--- src/hdl/mvsp_pkg.sv ---
`default_nettype none

package mvsp_pkg;

  localparam int DEF_MAX_MB_COLUMNS = 128;
  localparam int DEF_COMPONENT_BITS = 16;

  localparam int VEC_W  = 15;
  localparam int OUT_W  = 16;
  localparam int MBX_W  = 7;
  localparam int CFG_W  = 8;
  localparam int COL_W  = 11;

  localparam logic [CFG_W-1:0] CFG_COLS_RESET = 8'd128;

  localparam logic CFG_IDX_COLUMNS  = 1'b0;
  localparam logic CFG_IDX_ADVANCED = 1'b1;

  localparam logic signed [2:0] RIGHT_OFFSET [4] = '{3'sd2, 3'sd1, 3'sd1, -3'sd1};

  typedef enum logic [1:0] {
    OP_PREDICT   = 2'd0,
    OP_STORE_MB  = 2'd1,
    OP_STORE_BLK = 2'd2,
    OP_NOP       = 2'd3
  } opcode_e;

  typedef enum logic [1:0] {
    KIND_INTRA  = 2'd0,
    KIND_SINGLE = 2'd1,
    KIND_FIELD  = 2'd2,
    KIND_FIELD2 = 2'd3
  } kind_e;

  typedef enum logic [2:0] {
    MODE_ZERO,
    MODE_A,
    MODE_C,
    MODE_MED_A0C,
    MODE_MED_ABC
  } pred_mode_e;

  typedef enum logic [1:0] {
    ASEL_A,
    ASEL_B,
    ASEL_C,
    ASEL_W
  } asel_e;

  typedef enum logic [2:0] {
    ST_IDLE,
    ST_RA,
    ST_RB,
    ST_RC,
    ST_MED,
    ST_WR,
    ST_FIN
  } state_e;

  typedef struct packed {
    logic       latch;
    logic       re;
    logic       we;
    asel_e      asel;
    logic [1:0] wr_idx;
    logic       wr_mb;
    logic       cap_a;
    logic       cap_b;
    logic       out_load;
    logic       out_zero;
  } cmd_t;

  typedef struct packed {
    logic clear_pending;
    logic out_written;
  } status_t;

endpackage

`default_nettype wire

--- src/hdl/mvsp_ctrl.sv ---
`default_nettype none

module mvsp_ctrl (
  input  wire logic            clk_i,
  input  wire logic            rst_ni,
  input  wire logic            in_valid_i,
  output logic                 in_ready_o,
  input  wire logic [1:0]      opcode_i,
  output logic                 out_valid_o,
  input  wire logic            out_ready_i,
  input  wire mvsp_pkg::status_t status_i,
  output mvsp_pkg::cmd_t       cmd_o
);

  import mvsp_pkg::*;

  state_e     state_q, state_d;
  opcode_e    op_q, op_d;
  logic [1:0] cnt_q, cnt_d;
  logic       out_valid_q, out_valid_d;
  logic       out_free;

  assign out_free = !out_valid_q || out_ready_i;

  always_ff @(posedge clk_i or negedge rst_ni) begin
    if (!rst_ni) begin
      state_q     <= ST_IDLE;
      op_q        <= OP_NOP;
      cnt_q       <= '0;
      out_valid_q <= 1'b0;
    end else begin
      state_q     <= state_d;
      op_q        <= op_d;
      cnt_q       <= cnt_d;
      out_valid_q <= out_valid_d;
    end
  end

  always_comb begin
    state_d    = state_q;
    op_d       = op_q;
    cnt_d      = cnt_q;
    in_ready_o = 1'b0;
    cmd_o      = '{latch: 1'b0, re: 1'b0, we: 1'b0, asel: ASEL_A, wr_idx: 2'd0,
                   wr_mb: 1'b0, cap_a: 1'b0, cap_b: 1'b0, out_load: 1'b0,
                   out_zero: 1'b0};
    case (state_q)
      ST_IDLE: begin
        in_ready_o = 1'b1;
        if (in_valid_i) begin
          cmd_o.latch = 1'b1;
          op_d        = opcode_e'(opcode_i);
          cnt_d       = '0;
          case (opcode_e'(opcode_i))
            OP_PREDICT:   state_d = ST_RA;
            OP_STORE_MB:  state_d = ST_WR;
            OP_STORE_BLK: state_d = ST_WR;
            default:      state_d = ST_FIN;
          endcase
        end
      end
      ST_RA: begin
        cmd_o.re   = 1'b1;
        cmd_o.asel = ASEL_A;
        state_d    = ST_RB;
      end
      ST_RB: begin
        cmd_o.re    = 1'b1;
        cmd_o.asel  = ASEL_B;
        cmd_o.cap_a = 1'b1;
        state_d     = ST_RC;
      end
      ST_RC: begin
        cmd_o.re    = 1'b1;
        cmd_o.asel  = ASEL_C;
        cmd_o.cap_b = 1'b1;
        state_d     = ST_MED;
      end
      ST_MED: begin
        cmd_o.asel = ASEL_A;
        if (out_free) begin
          cmd_o.we       = status_i.clear_pending;
          cmd_o.out_load = 1'b1;
          state_d        = ST_IDLE;
        end
      end
      ST_WR: begin
        cmd_o.we     = 1'b1;
        cmd_o.asel   = ASEL_W;
        cmd_o.wr_idx = cnt_q;
        cmd_o.wr_mb  = (op_q == OP_STORE_MB);
        if (op_q == OP_STORE_MB && cnt_q != 2'd3) begin
          cnt_d = cnt_q + 2'd1;
        end else begin
          state_d = ST_FIN;
        end
      end
      ST_FIN: begin
        if (out_free) begin
          cmd_o.out_load = 1'b1;
          cmd_o.out_zero = 1'b1;
          state_d        = ST_IDLE;
        end
      end
      default: state_d = ST_IDLE;
    endcase
  end

  always_comb begin
    out_valid_d = out_valid_q;
    if (cmd_o.out_load) begin
      out_valid_d = 1'b1;
    end else if (out_ready_i) begin
      out_valid_d = 1'b0;
    end
  end

  assign out_valid_o = out_valid_q;

`ifndef NO_ASSERTIONS
  a_accept_leaves_idle: assert property (@(posedge clk_i) disable iff (!rst_ni)
    in_valid_i && in_ready_o |=> state_q != ST_IDLE)
    else $error("accepted item did not start work");

  a_result_from_final: assert property (@(posedge clk_i) disable iff (!rst_ni)
    $rose(out_valid_q) |-> $past(state_q) == ST_MED || $past(state_q) == ST_FIN)
    else $error("result raised outside a final state");

  a_med_holds_on_stall: assert property (@(posedge clk_i) disable iff (!rst_ni)
    state_q == ST_MED && out_valid_q && !out_ready_i |=> state_q == ST_MED)
    else $error("prediction left while output busy");

  a_load_matches_status: assert property (@(posedge clk_i) disable iff (!rst_ni)
    cmd_o.out_load |=> status_i.out_written)
    else $error("output register not loaded");
`endif

endmodule

`default_nettype wire

--- config.mk ---
export PLATFORM = sky130hd
export DESIGN_NAME = mvsp_ctrl
export DESIGN_NICKNAME = d
export VERILOG_FILES = /design/src/hdl/mvsp_pkg.sv /design/src/hdl/mvsp_ctrl.sv
export SDC_FILE = /design/constraint.sdc
export NUM_CORES = 1
export LEC_CHECK = 0
export BUFFER_PORTS_ARGS = -buffer_cell sky130_fd_sc_hd__buf_2
export CAP_MARGIN = 20
export CORE_AREA = 4 4 41 43
export DETAILED_ROUTE_END_ITERATION = 7
export DIE_AREA = 0 0 45 47
export HOLD_SLACK_MARGIN = 0.03
export PLACE_DENSITY = 0.69
export SLEW_MARGIN = 20
export SYNTH_ARGS = -nofsm -noshare
export SYNTH_HDL_FRONTEND = slang
export SYNTH_SLANG_ARGS = --single-unit
--- constraint.sdc ---
create_clock -name clk_i -period 1.2 [get_ports clk_i]
set_clock_uncertainty 0.05 [all_clocks]
set_input_delay 0.18 -clock clk_i [delete_from_list [all_inputs] [get_ports clk_i]]
set_output_delay 0.18 -clock clk_i [all_outputs]
set_load 0.005 [all_outputs]
==> results.md, run 1 <==
Flow run:
- Max-cap violations in this run came to 0.

Route:
- The final wirelength is about 1500 µm.
- The final route contains 592 vias.
- For this run, design rule violations remaining after detail routing come to 0.
- The first-pass iteration count of the detailed router is 2.
- The initial DRC count is 2.
- The average wire per cell in the routed design is 12.3 µm.
- The number of vias per cell after detailed routing is 4.97.
- The remaining antenna violation count after routing is 0.

Floorplanning:
- The height of the chip is 47 µm.
- The die area is 2120 µm².
- For this configuration, the core starts out at a cell density of 0.393.
- The top-level I/O count is 22.
- The floorplan has 13 rows.
- The placeable core area is 1300 µm².
- The die width is 45 µm.

Clock tree:
- The clock root buffer is clkbuf_4.
- The total number of H-tree levels is 1.
- The number of CTS-inserted buffers is 3.
- The clock tree buffer depth is 2.
- The worst-skew pair later-pin latency is 0.25 ns.
- Clock-pin slew was measured on the worst setup and hold paths at ~0.060 ns.
- The clock sink count is 8.
- The CTS tree is yes.

Timing:
- The time the final worst path needs with I/O delays and setup is 1.61 ns.
- The number of hold violations in the final report is 0.
- Setup repair after global routing could not meet its margin everywhere.
- The final critical-path share of the clock period is 1.34.
- The worst-case headroom to the max-slew limit is 0.845.
- The smallest setup slack after layout is -0.412 ns.
- For the pin with the worst max-slew slack, the measured transition is between 0.2 and 0.25 ns.
- The final sum of negative setup slack is -4.71 ns.
- The number of pins exceeding their max-slew limit in the final report is 0.
- The final number of setup-violating endpoints is 20.
- Static timing analysis puts the maximum clock frequency at 620 MHz.

Global routing:
- The first-pass GRT wire length is 2260 µm.
- In the global route stage, overall resource usage came out at 0.148.
- The number of antenna violations at the first check in global routing is 0.
- The pin count of the biggest net entering global routing is 11.
- After global routing the overflow that remains totals 0.
- The number of global-route vias before repair is around 590.

Logic synthesis:
- The number of synthesis warnings is 0.
- The fraction of synthesized cell area in xor and xnor cells is 0.
- The most used flip-flop cell after synthesis is dfrtp_1.
- The share of the Yosys chip area taken by registers is 0.396.
- The multiplexer fraction of the synthesized cell area is 0.0391.
- The dominant combinational cell family by area after synthesis is simple AND/OR/NAND/NOR gates.
- The synthesized area is just over 500 µm².
- Of the total synthesized cell area, the portion taken by AND, OR, NAND and NOR gates is 0.342.
- The fraction of the mapped netlist area in compound gates is 0.137.
- The share of synthesized cell area in full adder, half adder and majority cells is 0.0244.
- The number of library cell types mapped by synthesis is 27.
- The post-synthesis net count is 69.
- The synthesized design contains 8 register bits.
- The biggest area contributor in the post-synthesis netlist is dfrtp_1.
- For this run, asynchronously set or reset flops after synthesis account for 1.00.
- The number of flops mapped to enable cells by yosys is 0.
- The share of synthesized area in the top cell type comes to 0.293.
- The synthesized netlist cell count is 60.
- The per-instance average area after synthesis is between 8 and 9 µm².
- Yosys attributes the largest share of cell area to dfrtp_1 (29%), dfstp_2 (10%), nand2_1 (10%).

Worst setup path:
- The worst setup path is captured at a primary output.
- STA classifies the critical path startpoint as a flop.
- The critical-path maximum fanout is 4.
- Data on the critical path arrives at its endpoint at 1.38 ns.
- The required time of the critical path is 0.97 ns.
- The setup path with the least slack is of type flop to primary output.

Final layout:
- In the final layout, the share of cells above drive strength 1 is 0.702.
- In the final design database the tool counted approximately 110 nets.
- The antenna cell count is 0.
- With fillers left out, the area of the finished cells amounts to 960 µm².
- The layout-stage area growth over the synthesis result is 87.5%.

Status:
- The final reports fail on setup timing.
- The flow ran to the end, but the final reports show violations.

Power:
- The power density over the cells is 2420 nW/µm².
- For this design the static power due to leakage is 0.525 nW.
- IR analysis of the VDD net gives a maximum drop of around 0.0013 V.

Placed design:
- The count of buffers added on input and output ports is 20.
- The congestion estimate from routability-driven global placement came to 0.742.
- The area of placed instances is 713 µm².
- The wire-length estimate of the detail-placed layout is 983 µm.

Hold path:
- The min-delay analysis places its worst path in the category input port to flop.
critical path, stage by stage, from the launching register on:
cell and delay, ns:
dfrtp_1 0.42, buf_6 0.15, and3b_2 0.22, a31o_2 0.21, buf_2 0.12
logic make-up after synthesis:
| kind of cell | after synthesis |
|---|---|
| compound gates | 10 |
| fa+ha+maj | 1 |
| buf+inv | 6 |
| flops | 8 |
| mux | 2 |
| simple gates | 33 |
metal layers:
layer | wire length, µm | share of wire | global-route usage
met1 | 683 | 0.47 | 0.171
met2 | 695 | 0.47 | 0.246
met5 | 0 | 0 | 0
met3 | 72 | 0.049 | 0.0230
met4 | 14 | 0.0095 | 0.117
through the flow:
step | power [mW] | cells | utilization | setup slack [ns] | hold WS (ns)
2_1_floorplan | 1.04 | 60 | - | -0.0198 | -0.166
3_3_place_gp | 1.49 | 104 | 0.548 | -0.149 | -0.0209
3_5_place_dp | 1.51 | 104 | 0.548 | -0.158 | -0.0218
4_1_cts | 2.13 | 118 | 0.688 | -0.409 | 0.103
5_1_grt | 2.50 | 119 | 0.738 | -0.456 | 0.125
6_report | 2.32 | 119 | 0.738 | -0.412 | 0.119
path summary, 6_finish.rpt:
kind / startpoint / end / slack [ns] / cells past startpoint
setup / recovery: state_q[2] / cmd_o[9] / -0.41 / 4
hold / removal: opcode_i[1] / op_q[1] / 0.12 / 3
setup reg to reg: state_q[1] / cnt_q[0] / -0.20 / 4
hold reg to reg: op_q[0] / op_q[0] / 0.43 / 2
max in group asynchronous: rst_ni / op_q[1] / 0.62 / 2
min in group asynchronous: rst_ni / out_valid_o / 0.24 / 2
layout by cell type (no fill, tap or decap), types with 2 or more instances in the layout:
cell      instances
dfstp_2           2
and2_1            2
mux2i_1           2
buf_2            19
buf_4            14
nor3_2            2
nor2_4            2
buf_6            10
nand2_1           3
nand2b_1          3
a21oi_1           2
nand2_4           4
dfrtp_1           6
nand2_2           7
clkbuf_4          3
cell usage after synthesis (2+ instances only):
library cell,instances
and2_1,2
dfrtp_1,6
nand2_1,14
dfstp_2,2
nand2b_1,4
a21oi_1,2
nor2b_1,2
mux2i_1,2
buf_2,3
nor2_1,4
nor3_1,3
report_power, final:
group / switching, mW / internal (mW) / total [mW] / leakage (nW)
clock: 0.0913 / 0.127 / 0.218 / 0.0150
sequential: 0.0839 / 0.408 / 0.492 / 0.0979
combinational: 0.705 / 0.904 / 1.61 / 0.412
total: 0.880 / 1.44 / 2.32 / 0.525
final cells by class:
| class | instances | area [µm²] |
|---|---|---|
| Fill cell | 100 | 342 |
| Tap cell | 15 | 18.8 |
| Inverter | 2 | 12.5 |
| Clock buffer | 4 | 26.3 |
| Timing Repair Buffer | 44 | 323 |
| Multi-Input combinational cell | 46 | 377 |
| Sequential cell | 8 | 203 |
what timing repair did:
| item | 4_1_cts | 5_1_grt |
|---|---|---|
| pin swaps | 9 | 12 |
| setup endpoints to repair | 18 | 20 |
| hold buffers | 1 | 0 |
| hold endpoints to repair | 8 | 0 |
| resized for setup | 21 | 17 |
| setup buffers | 10 | 3 |
state kept, by name, summed over array words and instances, names as in the netlist:
signal       cells
op_q             2
state_q          3
cnt_q            2
out_valid_o      1
Power figures use the tool's default switching activity.
==> run 2: changes to the inputs <==
--- a/config.mk
+++ b/config.mk
@@ -5,6 +5,7 @@
 export SDC_FILE = /design/constraint.sdc
 export NUM_CORES = 1
 export LEC_CHECK = 0
+export ABC_CLOCK_PERIOD_IN_PS = 1350
 export BUFFER_PORTS_ARGS = -buffer_cell sky130_fd_sc_hd__buf_2
 export CAP_MARGIN = 20
 export CORE_AREA = 4 4 41 43
==> constraint.sdc (replaced) <==
create_clock -name clk_i -period 1.35 [get_ports clk_i]
set_clock_uncertainty 0.05 [all_clocks]
set_input_delay 0.2025 -clock clk_i [delete_from_list [all_inputs] [get_ports clk_i]]
set_output_delay 0.2025 -clock clk_i [all_outputs]
set_load 0.005 [all_outputs]
==> run 2 against run 1 <==
Net effect: sequential power decreased by 9.3%; via count decreased by 0.34%; total power decreased by 15%; clock-buffer cell count unchanged; sequential cell count unchanged; cell count decreased by 3.4%; the flow still finishes with violations (setup timing); clock power decreased by 2%; die area unchanged; routed wire length increased by 5.1%; critical endpoint is now cmd_o[11]; non-clock buffer count decreased by 4.
==> results.md, run 2 (synthesized netlist as in run 1, its figures left out) <==
Status:
- The flow ran to the end, but the final reports show violations.
- The final reports fail on setup timing.

Clock tree:
- TritonCTS built the clock tree.
- The number of CTS-inserted buffers is 3.
- Clock-pin slew was measured on the worst setup and hold paths at 0.07 ns.
- The total number of H-tree levels is 1.
- CTS placed an instance of clkbuf_4 at the clock tree root.
- The clock sink count is 8.
- At the later pin of the worst-skew pair, clock insertion delay measures 0.27 ns.
- In this run the deepest clock path goes through 2 buffers.

Global routing:
- The number of antenna violations at the first check in global routing is 0.
- The first global-routing pass estimated 2330 µm of wire.
- The number of global-route vias before repair was 540.
- The pin count of the biggest net entering global routing is 9.
- The combined global-route utilization of all metal layers is 0.161.
- Global routing finished with a remaining overflow of 0.

Power:
- Dividing total power by cell area gives a power density of 2210 nW/µm².
- The internal power summed over all cells is around 1.2 mW.
- The clock share of power is 0.108.
- The worst vdd rail ir drop is 0.00128 V.
- The share of total power dissipated in combinational logic is 0.666.
- The share of total power consumed by net switching is 0.398.
- For this design the static power due to leakage is 0.484 nW.
- The sequential share of power is 0.226.
- The analysis attributes to net switching a power of 787 µW.
- The completed layout was analyzed and its total power is 1.97 mW.

Floorplanning:
- During I/O placement, the number of pins put on the boundary was 22.
- The die covers 2120 µm².
- The placeable core area is ~1300 µm².
- The initial utilization of the core area, before any placement, comes to 0.393.
- The initialized floorplan defines 13 standard-cell rows.
- The die is 47 µm tall.
- The die is 45 µm wide.

Worst setup path:
- The slowest cell on the critical path is or4b_4.
- The worst setup path is of the flop to primary output kind.
- The type of element capturing the critical path is a primary output.
- The critical-path maximum fanout is 4.
- On the worst path, the slowest cell contributes a delay of 0.54 ns.
- The count of buffer and inverter cells on the critical path is 2.
- The required time of the critical path is ~1.1 ns.
- Grouping stages by cell kind, the critical path spends the most delay in simple AND/OR/NAND/NOR gates.
- The worst setup path is launched from a flop.
- STA puts the critical path data arrival time at 1.41 ns.
- Walking the worst path, the cells encountered are or4b_4 > clkinv_4 > buf_6.

Timing:
- Setup repair after global routing could not meet its margin everywhere.
- The worst-case headroom to the max-slew limit is 0.836.
- The time the final worst path needs with I/O delays and setup is between 1.5 and 2 ns.
- The pin slew with the least headroom to its limit is 0.245 ns.
- Timing would allow up to ~600 MHz.
- In the post-route analysis, the smallest setup slack over all paths is -0.310 ns.
- The final number of setup-violating endpoints is 17.
- The final critical-path share of the clock period is 1.23.
- The number of hold violations in the final report is 0.
- The number of pins exceeding their max-slew limit in the final report is 0.

Final layout:
- Compared with the post-synthesis result, the final layout area differs by 74.6%.
- At the end of the flow, the number of nets in the layout was 110.
- The register with the most flip-flops in the layout has 3 of them.
- The library cell used most frequently in the layout, excluding fill and tap cells, is buf_2.
- The number of antenna diodes in the final layout is 0.
- The final core area utilization is 0.687.
- The top cell types in the final layout, fill and taps aside, are buf_2 (19), buf_4 (13), nand2_1 (11).
- Counting flops per register, the top entry is state_q.
- The share of post-route cells with drive strength above 1 is 0.600.
- The largest registers in the layout are state_q (3), cnt_q (2), op_q (2).

Route:
- Once detail routing completed, the nets flagged for antenna violations numbered 0.
- After detailed routing, the average wire length per cell comes to 13.4 µm.
- The final wirelength is 1540 µm.
- Dividing the detail-routed via count by the number of cells gives 5.13.
- The first-pass iteration count of the detailed router is 4.
- In the routed design, unresolved DRC markers number 0.
- The detailed router finished its first iteration with 13 violations.
- The total number of vias is roughly 600.

Flow run:
- Max-cap violations in this run came to 0.

Placed design:
- The count of input and output buffers is 20.
- The final weighted congestion in routability-driven placement is 0.767.
- Once detailed placement completed, the half-perimeter wirelength came to 955 µm.

Hold path:
- The worst hold-check path type is input port to flop.
==> run 2: cell types whose count changed in the layout (fill, tap and decap cells not counted), moves of 2 or more <==
cell / previous run / this run
nand2_1: 3 / 11
nand2_2: 7 / 1
buf_6: 10 / 7
nand2_4: 4 / 2
nor3_4: 0 / 2
==> run 2: tightest hold or removal path: stages <==
cell     delay (ns)
buf_2          0.12
nand2_1        0.05
nand2_1        0.04
==> run 2: area by class of cell <==
type                    instances  area, µm²
fillers                        98        408
inverters                       2       12.5
repair buffers                 40        282
well taps                      15       18.8
flip-flops and latches          8        203
clock buffers                   4       26.3
multi-input cells              46        352
==> run 2: final timing paths <==
path                              from        end  slack, ns  cells past startpoint
min in group asynchronous       rst_ni   cnt_q[1]       0.24                      2
max                         state_q[1]  cmd_o[11]      -0.31                      3
max in group asynchronous       rst_ni    op_q[0]       0.75                      2
min reg2reg                    op_q[0]    op_q[0]       0.42                      2
min                        opcode_i[1]    op_q[1]       0.11                      3
max reg2reg                 state_q[1]    op_q[0]      -0.10                      6
==> run 2: timing repair <==
item / CTS / global route
setup buffers: 6 / 2
endpoints found under the hold margin: 8 / 0
resized for setup: 18 / 9
setup endpoints to repair: 13 / 19
pin swaps: 7 / 4
hold buffers: 1 / 0
==> run 2: per-layer routing <==
metal / wire length (µm) / up-vias / track usage
met5: 0 / - / 0
met4: 33 / 0 / 0.0877
met3: 67 / 4 / 0.0345
met2: 834 / 20 / 0.299
met1: 606 / 277 / 0.167
li1: - / 289 / -
==> run 2: per-stage QoR <==
stage	hold WS [ns]	setup slack, ns	std cells	area [µm²]	setup TNS (ns)
finish	0.109	-0.310	115	893	-2.80
CTS	0.111	-0.275	113	843	-2.37
global placement	0.0000874	-0.0216	102	691	-0.0216
detailed placement	0.00664	-0.0229	102	691	-0.0272
floorplan	-0.143	0.0761	60	512	0
global route	0.118	-0.341	115	893	-3.54
==> run 2: power by group through the flow <==
| stage | Clock, mW | Sequential [mW] | Combinational, mW |
|---|---|---|---|
| finish | 0.213 | 0.446 | 1.31 |
| global placement | 0 | 0.426 | 0.875 |
| global route | 0.234 | 0.453 | 1.42 |
| detailed placement | 0 | 0.434 | 0.883 |
| floorplan | 0 | 0.421 | 0.495 |
| CTS | 0.213 | 0.432 | 1.18 |
